<file path="config.mk">
export PLATFORM = sky130hd
export DESIGN_NAME = oakt_back
export DESIGN_NICKNAME = d
export VERILOG_FILES = /design/src/rtl/oakt_pkg.sv /design/src/rtl/oakt_back.sv
export SDC_FILE = /design/constraint.sdc
export NUM_CORES = 1
export LEC_CHECK = 0
export BUFFER_PORTS_ARGS = -buffer_cell sky130_fd_sc_hd__buf_2
export CAP_MARGIN = 0
export CORE_MARGIN = 2
export CORE_UTILIZATION = 45
export DETAILED_ROUTE_END_ITERATION = 12
export GPL_ROUTABILITY_DRIVEN = 0
export GPL_TIMING_DRIVEN = 1
export PLACE_DENSITY_LB_ADDON = 0.15
export SLEW_MARGIN = 0
export SYNTH_ARGS = -nofsm -noshare
export SYNTH_HDL_FRONTEND = slang
export SYNTH_SLANG_ARGS = --single-unit
</file>
<file path="constraint.sdc">
create_clock -name clk -period 3.1 [get_ports clk]
set_input_delay 0.775 -clock clk [delete_from_list [all_inputs] [get_ports clk]]
set_output_delay 0.775 -clock clk [all_outputs]
set_load 0.03 [all_outputs]
</file>
<file path="src/rtl/oakt_pkg.sv">
// oakt_pkg: shared types and constants of the open-addressed key table
// used by every module of the block except the generic oakt_ram, no dependencies
package oakt_pkg;

	// table size, must be a power of two
	localparam int SLOTS    = 1024;
	localparam int SLOT_W   = $clog2(SLOTS);
	localparam int CNT_W    = $clog2(SLOTS + 1);
	localparam int KEY_W    = 64;
	localparam int VAL_W    = 8;
	localparam int CMD_W    = 2;
	localparam int ENTRY_W  = KEY_W + VAL_W;
	localparam int FULL_AT  = (3 * SLOTS + 3) / 4 - 1;

	localparam int IN_W     = 80;
	localparam int OUT_W    = 24;

	localparam int QDEPTH   = 4;
	localparam int QPTR_W   = $clog2(QDEPTH);

	localparam logic [63:0] MIX_MULT  = 64'hff51afd7ed558ccd;
	localparam int          MIX_SHIFT = 33;

	localparam logic [CMD_W-1:0] CMD_INSERT = 2'd0;
	localparam logic [CMD_W-1:0] CMD_LOOKUP = 2'd1;
	localparam logic [CMD_W-1:0] CMD_CLEAR  = 2'd2;

	typedef enum logic [2:0] {
		OP_INSERT,
		OP_LOOKUP,
		OP_CLEAR,
		OP_BADKEY,
		OP_NOP
	} op_kind_t;

	typedef enum logic [1:0] {
		STAT_OK     = 2'd0,
		STAT_FULL   = 2'd1,
		STAT_BADKEY = 2'd2
	} status_t;

	typedef enum logic [2:0] {
		BK_INIT,
		BK_IDLE,
		BK_CLEAR,
		BK_PROBE,
		BK_DONE
	} bk_state_t;

	typedef struct packed {
		op_kind_t          kind;
		logic [KEY_W-1:0]  key;
		logic [VAL_W-1:0]  value;
		logic [SLOT_W-1:0] home;
	} q_entry_t;

	typedef struct packed {
		logic             found;
		logic             inserted;
		logic [VAL_W-1:0] value_out;
		status_t          status;
	} result_t;

endpackage

</file>
<file path="src/rtl/oakt_back.sv">
// oakt_back: probe sequencer over the slot ram, clear sweep and result register
// uses oakt_pkg; drives the oakt_ram ports from the top level
module oakt_back (
	input  logic                          clk,
	input  logic                          arst_n,
	input  logic                          store_values,
	input  logic                          q_valid,
	input  oakt_pkg::q_entry_t            q_entry,
	output logic                          q_pop,
	output logic                          init_busy,
	output logic                          ram_we,
	output logic [oakt_pkg::SLOT_W-1:0]   ram_waddr,
	output logic [oakt_pkg::ENTRY_W-1:0]  ram_wdata,
	output logic [oakt_pkg::SLOT_W-1:0]   ram_raddr,
	input  logic [oakt_pkg::ENTRY_W-1:0]  ram_rdata,
	output logic                          m_tvalid,
	input  logic                          m_tready,
	// found[0], inserted[1], value_out[9:2], entry_count[20:10], status[22:21], zero pad
	output logic [oakt_pkg::OUT_W-1:0]    m_tdata
);

	localparam logic [oakt_pkg::SLOT_W-1:0] SLOT_LAST = oakt_pkg::SLOT_W'(oakt_pkg::SLOTS - 1);
	localparam logic [oakt_pkg::CNT_W-1:0]  FULL_CNT  = oakt_pkg::CNT_W'(oakt_pkg::FULL_AT);

	oakt_pkg::bk_state_t             state_q, state_d;
	logic [oakt_pkg::SLOT_W-1:0]     addr_q, addr_d;
	logic [oakt_pkg::SLOT_W-1:0]     nprobe_q, nprobe_d;
	oakt_pkg::q_entry_t              op_q, op_d;
	logic [oakt_pkg::CNT_W-1:0]      count_q, count_d;
	oakt_pkg::result_t               res_q, res_d;
	logic                            load_out;

	logic                            m_valid_q;
	oakt_pkg::result_t               out_res_q;
	logic [oakt_pkg::CNT_W-1:0]      out_cnt_q;

	logic [oakt_pkg::KEY_W-1:0]      rd_key;
	logic [oakt_pkg::VAL_W-1:0]      rd_val;
	logic                            hit;
	logic                            empty;
	logic                            is_ins;

	assign rd_key    = ram_rdata[oakt_pkg::KEY_W-1:0];
	assign rd_val    = ram_rdata[oakt_pkg::ENTRY_W-1:oakt_pkg::KEY_W];
	assign hit       = rd_key == op_q.key;
	assign empty     = rd_key == '0;
	assign is_ins    = op_q.kind == oakt_pkg::OP_INSERT;
	assign init_busy = state_q == oakt_pkg::BK_INIT;

	always_ff @(posedge clk or negedge arst_n) begin
		if (!arst_n) begin
			state_q  <= oakt_pkg::BK_INIT;
			addr_q   <= '0;
			nprobe_q <= '0;
			count_q  <= '0;
		end else begin
			state_q  <= state_d;
			addr_q   <= addr_d;
			nprobe_q <= nprobe_d;
			count_q  <= count_d;
		end
	end

	always_ff @(posedge clk) begin
		op_q  <= op_d;
		res_q <= res_d;
	end

	always_comb begin
		state_d   = state_q;
		addr_d    = addr_q;
		nprobe_d  = nprobe_q;
		op_d      = op_q;
		count_d   = count_q;
		res_d     = res_q;
		ram_we    = 1'b0;
		ram_waddr = addr_q;
		ram_wdata = '0;
		ram_raddr = addr_q;
		q_pop     = 1'b0;
		load_out  = 1'b0;
		case (state_q)
			oakt_pkg::BK_INIT: begin
				ram_we = 1'b1;
				addr_d = addr_q + 1'b1;
				if (addr_q == SLOT_LAST) begin
					state_d = oakt_pkg::BK_IDLE;
				end
			end
			oakt_pkg::BK_IDLE: begin
				if (q_valid) begin
					q_pop = 1'b1;
					op_d  = q_entry;
					res_d = '0;
					case (q_entry.kind)
						oakt_pkg::OP_CLEAR: begin
							addr_d  = '0;
							state_d = oakt_pkg::BK_CLEAR;
						end
						oakt_pkg::OP_INSERT, oakt_pkg::OP_LOOKUP: begin
							ram_raddr = q_entry.home;
							addr_d    = q_entry.home;
							nprobe_d  = '0;
							state_d   = oakt_pkg::BK_PROBE;
						end
						oakt_pkg::OP_BADKEY: begin
							res_d.status = oakt_pkg::STAT_BADKEY;
							state_d      = oakt_pkg::BK_DONE;
						end
						default: begin
							state_d = oakt_pkg::BK_DONE;
						end
					endcase
				end
			end
			oakt_pkg::BK_CLEAR: begin
				ram_we = 1'b1;
				addr_d = addr_q + 1'b1;
				if (addr_q == SLOT_LAST) begin
					count_d = '0;
					state_d = oakt_pkg::BK_DONE;
				end
			end
			oakt_pkg::BK_PROBE: begin
				ram_wdata = {op_q.value, op_q.key};
				if (hit) begin
					res_d.found = 1'b1;
					if (is_ins) begin
						ram_we = 1'b1;
					end else if (store_values) begin
						res_d.value_out = rd_val;
					end
					state_d = oakt_pkg::BK_DONE;
				end else if (empty) begin
					if (is_ins) begin
						if (count_q >= FULL_CNT) begin
							res_d.status = oakt_pkg::STAT_FULL;
						end else begin
							ram_we         = 1'b1;
							count_d        = count_q + 1'b1;
							res_d.inserted = 1'b1;
						end
					end
					state_d = oakt_pkg::BK_DONE;
				end else if (nprobe_q == SLOT_LAST) begin
					// walked the whole table without a match or a free slot
					if (is_ins) begin
						res_d.status = oakt_pkg::STAT_FULL;
					end
					state_d = oakt_pkg::BK_DONE;
				end else begin
					addr_d    = addr_q + 1'b1;
					ram_raddr = addr_q + 1'b1;
					nprobe_d  = nprobe_q + 1'b1;
				end
			end
			oakt_pkg::BK_DONE: begin
				if (!m_valid_q || m_tready) begin
					load_out = 1'b1;
					state_d  = oakt_pkg::BK_IDLE;
				end
			end
			default: begin
				state_d = oakt_pkg::BK_IDLE;
			end
		endcase
	end

	// output register
	always_ff @(posedge clk or negedge arst_n) begin
		if (!arst_n) begin
			m_valid_q <= 1'b0;
		end else begin
			m_valid_q <= load_out | (m_valid_q & ~m_tready);
		end
	end

	always_ff @(posedge clk) begin
		if (load_out) begin
			out_res_q <= res_q;
			out_cnt_q <= count_q;
		end
	end

	assign m_tvalid = m_valid_q;
	assign m_tdata  = {1'b0, out_res_q.status, out_cnt_q, out_res_q.value_out,
		out_res_q.inserted, out_res_q.found};

endmodule

</file>
Yosys cells after proc, flatten, opt, wreduce, memory -nomap -nowiden
Cells that the tools add are included.
{"block": "totals", "register_bits": 145, "latchBits": 0, "ram_bits": 0, "mem_bits_ro": 0, "inputBits": 162, "out_inout_bits": 120, "wordCells": 130, "memories": 0}
{"block": "op_classes", "n_addsub": 3, "n_mul": 0, "div_mod_pow": 0, "order_cmp": 1, "n_eq_ne": 28, "n_shift": 0, "muxes": 58, "bitwise": 3, "n_reduce_logical": 20}
{"op": "$mux W10", "count": 11}
{"op": "$mux W72", "count": 1}
{"op": "$eq A64 B64 Y1", "count": 1}
{"op": "$logic_not A64 Y1", "count": 1}
{"op": "$pmux W10 S2", "count": 3}
{"op": "$mux W11", "count": 5}
{"op": "$pmux W10 S3", "count": 1}
{"op": "$ne A2 B2 Y1 const B", "count": 13}
{"op": "$mux W8", "count": 3}
{"op": "$pmux W12 S2", "count": 1}
{"op": "$reduce_and A6 Y1", "count": 4}
{"op": "$pmux W11 S2", "count": 1}
{"op": "$mux W3", "count": 7}
{"op": "$add A10 B1 Y10 const B", "count": 2}
{"op": "$eq A10 B10 Y1 const B", "count": 2}
{"op": "$pmux W3 S5", "count": 1}
{"op": "$mux W1", "count": 14}
{"op": "$mux W2", "count": 7}
{"op": "$eq A3 B2 Y1 const B", "count": 4}
{"op": "$mux W12", "count": 1}
{"op": "$add A11 B1 Y11 const B", "count": 1}
{"op": "$ge A11 B10 Y1 const B", "count": 1}
{"op": "$reduce_and A5 Y1", "count": 2}
{"op": "$logic_not A3 Y1", "count": 3}
{"op": "17 further kinds", "count": 23}

Depth between registers and ports, before layout
Gate-level depths: netlist of the first run.
{"block": "depth", "word_depth": 6, "mapped_depth": 9, "mapped_depth_nobuf": 8}

Worst setup path after synthesis of the first run
No wires, ideal clock.
{"block": "synth_path", "path_type": "input -> output", "startpoint": "input port ram_rdata[58] in the netlist's numbering", "endpoint": "output port ram_raddr[6] in the netlist's numbering", "arrival_ps": 2833, "t_required_ps": 2325, "slack_ps": -508, "stages": 7, "path_buffers": 1, "path_cell_list": "xnor2_1 > nand4_1 > nor4_1 > nand4_2 > clkbuf_1 > nand3_1 > o311ai_0"}
{"block": "synth_between", "elab_chain_cells": 4, "word_cells_on_any_way": 5, "cone_classes": "eq/ne (1); mux (3); reduce/logical (1)"}
{"element": "start, declared", "line": "oakt_back.sv:15", "rtl": "input logic [oakt_pkg::ENTRY_W-1:0] ram_rdata,"}
{"element": "$logic_not A64 Y1", "line": "oakt_back.sv:46", "rtl": "assign empty = rd_key == '0;"}
{"element": "$mux W10", "line": "oakt_back.sv:134", "rtl": "end else if (empty) begin"}
{"element": "$mux W10 (*)", "line": "oakt_back.sv:126", "rtl": "if (hit) begin"}
{"element": "$pmux W10 S2 (*)", "line": "oakt_back.sv:82", "rtl": "case (state_q)"}
{"element": "end, declared", "line": "oakt_back.sv:14", "rtl": "output logic [oakt_pkg::SLOT_W-1:0] ram_raddr,"}
Mark *: on every way between the ends. The rest lies on a longest branch, timed or not.

Final worst setup path of the first run
{"block": "layout_path", "startpoint": "input port ram_rdata[38] in the netlist's numbering", "endpoint": "output port ram_raddr[9] in the netlist's numbering"}
Same word-level chain as after synthesis.

==> metrics.cfg, run 1 <==
[run_status]
status=finished, violations left
violations=setup timing

[floorplanning]
die_x_um=132
num_io_pins=282
dieArea_um2=17300
die_h_um=132
core_area_um2=15900
start_util=0.461
std_cell_rows=46

[power_and_ir_drop]
power.switching_mw=3.62
ir_worst_vdd_mv=0.489
power.share.clock=0.232
power_mw=8.67
sequentialPowerShare=0.335
switching_share=0.417
total_leakage_power_nw=4.77
p_per_area_nw_per_um2=822
p_int_mw=5.05
p_comb_frac=0.433

[final_layout]
fill_cells=1263
antenna_cells=0
multi_input_area_um2=3420
num-nets-final=1128
fin_area_um2=10500
drive_above_1_share=0.462
regArea_um2=4180
syn_to_final_growth_pct=44.1

[yosys]
netlist_instances=634
synth_top_family_by_area=simple AND/OR/NAND/NOR gates
synthMuxAreaShare=0.00838
synth-compound-area-share=0.0961
avgSynthCellArea_um2=11.5
async_flop_share=0.241
synthSimpleGateAreaFrac=0.208
synthTopCellsByArea=edfxtp_1 (45%), dfrtp_1 (12%), xnor2_1 (8.3%)
synth_area_leader_cell=edfxtp_1
yosysWarnings=0
yosysTopAreaCellShare=0.451
synth_fp_nets=799
syn-cell-area_um2=7320
synth_edf_count=110
ys.flop_type=edfxtp_1
synthAdderAreaFrac=0.00513
synth-seq-cells=145
synth_xor_area_frac=0.0838
seq_area_frac_synth=0.571
synthDistinctLibCells=62

[critical_path]
worstSetupStartpointType=input port
crit_path_top_delay_cell=nor4_2
path_buf_inv=3
end_kind=primary output
cp_slowest_stage_delay_ns=0.36
critPathTopFamily=simple AND/OR/NAND/NOR gates
cp_max_fo=8
r2r_end=res_q[6]$_SDFFCE_PN0P_
crit_chain=buf_2 -> xnor2_1 -> nand4_1 -> nor4_2 -> nand4_2 -> buf_4 -> nand2_4 -> a21o_1 -> a221o_2 -> buf_6
crit_arrival_ns=2.76
reg2reg_slack_ns=0.18
path_class=in -> out
r2r-start=op_q[25]$_DFFE_PP_
crit_required_ns=2.32
worstRegToRegCells=12
worstSetupPathDepth=10

[clocking]
clk_pin_slew_worst_paths_ns=0.06
cts_htree_levels=4
clock_sinks=145
clk_path_buf_depth=2
clkLatencyLatePin_ns=0.43
numCtsBuffers=17
ctsRootBufferMaster=clkbuf_16
cts_tree=yes

[route]
vias=6779
routed_wl_um=24100
wl_per_cell_um=20.3
drc=0
ant_nets=0
viasPerCell=5.69
drt_iter0_drc=507
firstDrtPassIters=5

[sta]
report.final.slew_viol_count=0
grt_setup_unrepaired=yes
skew_ns=0.0135
fmaxAchievable_ghz=0.283
setup_viol=11
slew_headroom=0.331
whs_ns=0.417
finalWorstPathRequiredPeriod_ns=3.54
fin_crit_sh=1.14
finalHoldViolations=0
tightest_slew_ns=1.00
worst_slack_ns=-0.437

[global_route]
grt_first_pass_wirelength_um=37300
global_route.usage.total=0.276
first_global_vias=6862
overflow=0
antenna_found_initial=0
grt_max_degree=91

[placed_design]
place_area_um2=9470
dp_hpwl_um=18000
io_buffers=280

[hold_path]
min_path_cells=0
min_from=res_q[1]$_SDFFCE_PP0P_
min_to=m_tdata[22]$_DFFE_PP_
hold_class=reg -> reg

[job]
drv_cap=0

[power groups by stage]
stage | Sequential (mW) | Combinational, mW | Clock, mW
finish | 2.91 | 3.75 | 2.01
global route | 2.95 | 3.99 | 2.11
CTS | 2.89 | 3.69 | 2.03
detailed placement | 2.92 | 3.47 | 0
global placement | 2.90 | 3.43 | 0
floorplan | 2.97 | 2.23 | 0
[placed cells by master (no fill, tap or decap), types with 5 or more instances in the layout]
cell	synthesis	routed
xnor2_2	0	21
nand2_1	43	41
dfrtp_1	35	34
o211ai_1	7	7
nand4_1	24	24
clkinv_4	0	5
o21ai_0	11	8
or4_1	6	6
buf_4	1	61
inv_6	0	5
mux2i_1	5	5
a21oi_1	18	18
nor4_4	1	9
buf_6	0	19
nor2_1	24	20
buf_2	5	265
nand3_1	20	18
and3_1	85	85
xnor2_1	69	48
nor4_2	1	9
o31ai_1	6	6
clkbuf_16	0	17
inv_1	12	11
or3_1	7	7
a31oi_1	6	5
edfxtp_1	110	110
[what timing repair did]
action	in CTS	in global routing
setup endpoints to repair	11	11
gates resized for setup	52	33
hold buffers	0	0
gates cloned	0	0
pin swaps	18	16
buffers inserted	12	4
[state kept, by name, indices dropped and copies added, names as in the netlist]
name       cells
ram_waddr     10
out_cnt_q     11
m_tdata       12
res_q         12
m_tvalid       1
state_q        3
nprobe_q      10
op_q          75
count_q       11
[synthesized netlist by cell type (4+ instances only)]
cell / number
clkbuf_1: 31
a211oi_1: 4
o31ai_1: 6
o22a_1: 4
buf_2: 5
nor4_1: 20
or4_1: 6
o211ai_1: 7
nand4_1: 24
nand2_1: 43
o21ai_0: 11
nor2_1: 24
edfxtp_1: 110
nor3_1: 4
a21o_1: 4
nand2b_1: 4
and2_1: 4
inv_1: 12
and3_1: 85
nand3_1: 20
o311ai_0: 12
a21oi_1: 18
a22oi_1: 4
a31oi_1: 6
mux2i_1: 5
xnor2_1: 69
dfrtp_1: 35
or3_1: 7
[worst max-delay path by stage]
| stage | from | to | slack (ns) |
|---|---|---|---|
| after CTS | ram_rdata[5] | ram_raddr[2] | -0.49 |
| after global routing | op_q[25]$_DFFE_PP_ | ram_we | -0.53 |
| final | ram_rdata[38] | ram_raddr[9] | -0.44 |
| after floorplan | ram_rdata[0] | ram_raddr[2] | -0.22 |
| after global placement | ram_rdata[40] | ram_raddr[1] | -0.48 |
| after detailed placement | ram_rdata[22] | ram_raddr[9] | -0.58 |
[cell families (layout without fill, tap and decap cells)]
logic type,count (synthesis),in the layout
AOI/OAI and AO/OA,98,98
xor gates and xnor gates,70,70
adders and majority gates,3,3
buffers and inverters,50,392
DFF,145,145
muxes,6,6
other,1,1
and+or+nand+nor,261,261
[layer usage]
| metal | GRT usage | vias to the layer above | routed length, µm |
|---|---|---|---|
| met5 | 0 | - | 0 |
| met4 | 0.107 | 0 | 820 |
| met3 | 0.0502 | 64 | 1720 |
| met2 | 0.488 | 352 | 12400 |
| met1 | 0.335 | 3271 | 9200 |
| li1 | - | 3092 | - |
[metrics by stage]
stage           util  setup TNS (ns)  cells  setup slack, ns
6_report       0.664           -4.25   1192           -0.437
5_1_grt        0.664           -5.26   1192           -0.530
4_1_cts        0.652           -4.15   1188           -0.494
3_5_place_dp   0.596           -5.86   1144           -0.582
3_3_place_gp   0.596           -4.97   1144           -0.482
2_1_floorplan      -          -0.790    634           -0.222
[final cells by class]
class                   instances  area share
clock buffers                  17      0.0403
clock inverters                15      0.0141
inverters                      12     0.00463
multi-input cells             439       0.325
flip-flops and latches        145       0.396
well taps                     216      0.0256
repair buffers                348       0.194
[worst reg2reg max path, delay by kind of cell, from the launching register on]
kind            cells  cell delay [ns]
simple gates        4             1.02
xor+xnor            1             0.15
flops               1             0.44
compound gates      1             0.15
buf+inv             6             0.86
(Power assumes the default switching activity.)
==> inputs of run 2 (changes only) <==
ABC_AREA = 1   (was not set)
CORE_UTILIZATION = 47   (was 45)
==> run 2 against run 1 <==
The run now ends clean; core utilization down 2.1 points; non-clock buffer count is 28 lower; worst setup slack better by 0.49 ns; sequential share of layout area fell by 3.1 points; sequential power down 29%; combinational power decreased by 94%; die area up 11%; critical path type unchanged; critical endpoint is now ram_raddr[5].
==> metrics.cfg, run 2 <==
[run_status]
status=finished, final reports clean

[critical_path]
crit_chain=buf_2 -> nor2_1 -> nand3_1 -> nor2_2 -> nand2_1 -> nor2_2 -> buf_6 -> nand2_4 -> buf_4 -> nand2_1 -> nand2_1 -> nand2_2 -> nand3_2 -> nand2_2 -> buf_6
worstSetupStartpointType=input port
crit_arrival_ns=2.27
path_class=in -> out
critPathTopFamily=simple AND/OR/NAND/NOR gates
crit_required_ns=2.32
end_kind=primary output
cp_slowest_stage_delay_ns=0.15
crit_path_top_delay_cell=buf_4
path_buf_inv=4
path_common_cell=nand2_1
cp_max_fo=4

[sta]
grt_setup_unrepaired=yes
fmaxAchievable_ghz=0.329
worst_slack_ns=0.0580
skew_ns=0.0103
setup_viol=0
slew_headroom=0.423
setup_tns_ns=0
report.final.slew_viol_count=0
tightest_slew_ns=0.865
finalHoldViolations=0
fin_crit_sh=0.981
finalWorstPathRequiredPeriod_ns=3.04

[global_route]
grt_max_degree=76
first_global_vias=7661
overflow=0
global_route.usage.total=0.251
grt_first_pass_wirelength_um=38200
antenna_found_initial=6

[placed_design]
dp_hpwl_um=18000
dp_slack_ns=-0.0830
place_area_um2=10300
io_buffers=280

[route]
vias=8364
wl_per_cell_um=14.7
viasPerCell=4.97
drt_iter0_drc=500
drc=0
firstDrtPassIters=5
routed_wl_um=24700
ant_nets=0

[clocking]
clk_pin_slew_worst_paths_ns=0.06
clkLatencyLatePin_ns=0.43
clock_sinks=145
clk_path_buf_depth=2
numCtsBuffers=17
cts_tree=yes
cts_htree_levels=4
ctsRootBufferMaster=clkbuf_16

[yosys]
async_flop_share=0.241
synth-seq-cells=145
yosysTopAreaCellShare=0.388
netlist_instances=1127
syn-cell-area_um2=8510
synth.most_common_cell=nand2_1
avgSynthCellArea_um2=7.55
ys.flop_type=edfxtp_1
seq_area_frac_synth=0.491
synth_area_leader_cell=edfxtp_1
synthDistinctLibCells=43
synthTopCellsByCount=nand2_1 (378), nor2_1 (196), inv_1 (175), edfxtp_1 (110), nand3_1 (58)
synthTopCellsByArea=edfxtp_1 (39%), nand2_1 (17%), dfrtp_1 (10%)
synth_fp_nets=1292
yosysWarnings=0
synth_edf_count=110

[floorplanning]
dieArea_um2=19200
die_x_um=139
start_util=0.477
core_area_um2=17800
die_h_um=139
std_cell_rows=49
num_io_pins=282

[final_layout]
num-nets-final=1601
regMostFlops=op_q
final_cell_mix=nand2_1 (348), buf_2 (262), inv_1 (166), nor2_1 (164), edfxtp_1 (110)
fill_cells=1588
final_common_cell=nand2_1
drive_above_1_share=0.331
regArea_um2=4180
syn_to_final_growth_pct=34.8
largest_reg_flops=75
fin_area_um2=11500
multi_input_area_um2=3780

[power_and_ir_drop]
total_leakage_power_nw=5.90
p_per_area_nw_per_um2=393
ir_worst_vdd_mv=0.365

[job]
drv_cap=0

[hold_path]
hold_class=reg -> reg

[run 2: what timing repair did]
| action | CTS | global route |
|---|---|---|
| pin swaps | 17 | 43 |
| buffers inserted | 3 | 13 |
| cloned | 0 | 2 |
| endpoints found under the setup margin | 11 | 11 |
| gates resized for setup | 40 | 97 |
| hold buffers | 0 | 0 |
[run 2: final timing paths]
check / cells past startpoint / to / slack [ns] / start
setup / recovery: 15 / ram_raddr[5] / 0.06 / ram_rdata[52]
setup reg to reg: 14 / res_q[0]$_DFFE_PP_ / 0.73 / op_q[61]$_DFFE_PP_
hold / removal: 0 / m_tdata[7]$_DFFE_PP_ / 0.42 / res_q[7]$_SDFFCE_PN0P_
hold reg to reg: 0 / m_tdata[7]$_DFFE_PP_ / 0.42 / res_q[7]$_SDFFCE_PN0P_
max in group asynchronous: 1 / ram_waddr[0]$_DFFE_PN0P_ / 2.04 / arst_n
min in group asynchronous: 1 / count_q[2]$_DFFE_PN0P_ / 0.45 / arst_n
[run 2: report_power, final]
group / total [mW] / internal (mW) / switching, mW / leakage (nW)
clock network: 2.18 / 1.33 / 0.853 / 0.306
registers: 2.08 / 2.08 / 0.0000000000000000637 / 1.43
logic: 0.240 / 0.113 / 0.126 / 4.17
[run 2: layer usage]
| metal | GRT usage | share of wire | up-vias |
|---|---|---|---|
| li1 | - | - | 4148 |
| met1 | 0.331 | 0.43 | 3819 |
| met2 | 0.405 | 0.47 | 340 |
| met3 | 0.0561 | 0.072 | 55 |
| met4 | 0.100 | 0.027 | 2 |
| met5 | 0 | 0.00028 | - |
[run 2: kinds of logic (layout without fill, tap and decap cells)]
family                     Yosys count  after routing  share of synthesized area
other                                1              6                   0.000441
xor gates and xnor gates            22             22                     0.0227
DFF                                145            145                      0.491
adders and majority gates            3              3                    0.00441
AOI/OAI and AO/OA                   56             56                     0.0432
buffers and inverters              213            534                      0.101
and+or+nand+nor                    687            688                      0.337
[run 2: area by class of cell]
class,count,share of cell area
flip-flops and latches,145,0.365
multi-input cells,770,0.330
repair buffers,320,0.165
inverters,182,0.0596
clock buffers,19,0.0395
well taps,229,0.0250
clock inverters,13,0.0153
diodes,5,0.00109
[run 2: stage by stage]
step | hold slack [ns] | utilization | instances | power [mW]
after floorplan | 0.400 | - | 1127 | 2.20
after global placement | 0.402 | 0.575 | 1628 | 2.34
after detailed placement | 0.405 | 0.575 | 1628 | 2.35
after CTS | 0.419 | 0.619 | 1663 | 4.53
after global routing | 0.422 | 0.643 | 1683 | 4.65
final | 0.415 | 0.643 | 1683 | 4.50
==> inputs of run 3 (changes only) <==
clock period = 2.7 ns   (was 3.1 ns; I/O delays follow)
==> run 3 against run 2 <==
Count of clock-buffer cells in the layout decreased by 2; critical path depth decreased by 2; combinational power increased by 12%; worst setup slack got worse by 0.26 ns; cell area decreased by 0.93%; sequential share of layout area increased by 0.33 points; largest power group is now registers; the run now ends with setup timing left; critical endpoint is now ram_we.
==> metrics.cfg, run 3 (synthesis results as in run 2) <==
[floorplanning]
start_util=0.477
dieArea_um2=19200
core_area_um2=17800
num_io_pins=282
std_cell_rows=49
die_x_um=139
die_h_um=139

[route]
drc=0
ant_nets=0
routed_wl_um=24900
wl_met2_um=12000
vias=8320
top_layer_used=met5
met3_length_um=1820
met1_length_um=10600
firstDrtPassIters=6
viasPerCell=4.92
drt_iter0_drc=459
wl_per_cell_um=14.7

[sta]
report.final.slew_viol_count=0
setup_viol=11
finalHoldViolations=0
fin_crit_sh=1.07
finalWorstPathRequiredPeriod_ns=2.90
fmaxAchievable_ghz=0.345
whs_ns=0.368
skew_ns=0.0103
slew_headroom=0.415
worst_slack_ns=-0.197
grt_setup_unrepaired=yes
tightest_slew_ns=0.878

[critical_path]
crit_chain=nand2_1 -> nand2_1 -> nor2_2 -> nand2_1 -> nor2_2 -> nand2_2 -> nor2_2 -> nand2_2 -> clkbuf_16 -> nand2_1 -> nand3_1 -> nand2_2 -> buf_6
worstSetupStartpointType=flip-flop
crit_path_top_delay_cell=edfxtp_1
cp_max_fo=6
worstSetupPathDepth=13
crit_required_ns=2.03
crit_arrival_ns=2.22
end_kind=primary output
r2r-start=op_q[70]$_DFFE_PP_
endpoint=ram_we
path_class=reg -> out
crit_path_start=op_q[70]$_DFFE_PP_
r2r_end=count_q[2]$_DFFE_PN0P_
reg2reg_slack_ns=0.46
worstRegToRegCells=14
cp_slowest_stage_delay_ns=0.41
path_common_cell=nand2_1
path_buf_inv=2
critPathTopFamily=simple AND/OR/NAND/NOR gates

[global_route]
antenna_found_initial=4
global_route.usage.total=0.255
overflow=0
grt_first_pass_wirelength_um=39000
first_global_vias=7876
grt_max_degree=76

[power_and_ir_drop]
p_per_area_nw_per_um2=442
power.share.clock=0.471
ir_worst_vdd_mv=0.410
switching_share=0.237
p_int_mw=3.83
power.switching_mw=1.19
p_comb_frac=0.053
sequentialPowerShare=0.476
total_leakage_power_nw=5.89

[clocking]
clkLatencyLatePin_ns=0.42
cts_tree=yes
clock_sinks=145
clk_path_buf_depth=2
clk_pin_slew_worst_paths_ns=0.07
numCtsBuffers=17
ctsRootBufferMaster=clkbuf_16
cts_htree_levels=4

[final_layout]
final_cell_mix=nand2_1 (364), buf_2 (269), inv_1 (173), nor2_1 (172), edfxtp_1 (110)
regMostFlops=op_q
num-nets-final=1610
final_common_cell=nand2_1
drive_above_1_share=0.309
largest_reg_flops=75
fin_area_um2=11400
syn_to_final_growth_pct=33.6

[run_status]
status=finished, violations left
violations=setup timing

[placed_design]
dp_slack_ns=-0.309
dp_hpwl_um=18400
io_buffers=280
place_area_um2=10400

[job]
drv_cap=0

[hold_path]
hold_class=in -> async

==> run 3: layout make-up <==
type	instances	area, µm²
timing repair buffer	329	1930
antenna	4	10.0
inverter	182	683
fill	1627	6480
sequential	145	4180
clock buffer	17	425
tap	229	287
multi-input combinational	770	3670
clock inverter	15	166
==> run 3: power groups by stage <==
stage | Clock, mW | Combinational [mW] | Sequential (mW)
floorplan | 0 | 0.0915 | 2.44
global placement | 0 | 0.254 | 2.44
detailed placement | 0 | 0.262 | 2.44
CTS | 2.42 | 0.266 | 2.39
global route | 2.51 | 0.305 | 2.39
finish | 2.37 | 0.268 | 2.39
==> run 3: layer usage <==
layer,track usage,up-vias
li1,-,4161
met1,0.333,3784
met2,0.430,334
met3,0.0578,39
met4,0.0666,2
met5,0,-
==> run 3: worst reg2reg max path, stage by stage (launching register included) <==
cell      delay [ns]
edfxtp_1        0.41
nand2_1         0.08
nand2_1         0.06
nor2_2          0.17
nand2_1         0.07
nor2_1          0.10
nand2_1         0.09
nor2_2          0.17
buf_12          0.16
buf_4           0.13
nand3_4         0.11
buf_4           0.21
nand3_2         0.22
nand2_1         0.10
nand2_1         0.08
==> run 3: worst min path at each step <==
| stage | from | endpoint | slack (ns) | cells after the start |
|---|---|---|---|---|
| 6_report | arst_n | count_q[1]$_DFFE_PN0P_ | 0.37 | 1 |
| 5_1_grt | q_entry[13] | op_q[13]$_DFFE_PP_ | 0.40 | 1 |
| 4_1_cts | arst_n | count_q[1]$_DFFE_PN0P_ | 0.39 | 1 |
| 3_5_place_dp | res_q[5]$_SDFFCE_PN0P_ | m_tdata[5]$_DFFE_PP_ | 0.41 | 0 |
| 3_3_place_gp | res_q[9]$_SDFFCE_PN0P_ | m_tdata[9]$_DFFE_PP_ | 0.40 | 0 |
| 2_1_floorplan | arst_n | count_q[0]$_DFFE_PN0P_ | 0.38 | 0 |
==> run 3: per-stage QoR <==
step	util	std cells	power (mW)	setup TNS, ns
2_1_floorplan	-	1127	2.53	-2.69
3_3_place_gp	0.583	1642	2.69	-2.95
3_5_place_dp	0.583	1642	2.70	-3.16
4_1_cts	0.628	1682	5.07	-1.29
5_1_grt	0.637	1691	5.20	-3.67
6_report	0.637	1691	5.03	-1.87
==> run 3: timing repair <==
action	4_1_cts	5_1_grt
gates resized for setup	47	32
setup endpoints to repair	11	16
setup buffers	7	4
pin swaps	11	11
gates cloned	1	1
hold buffers	0	0
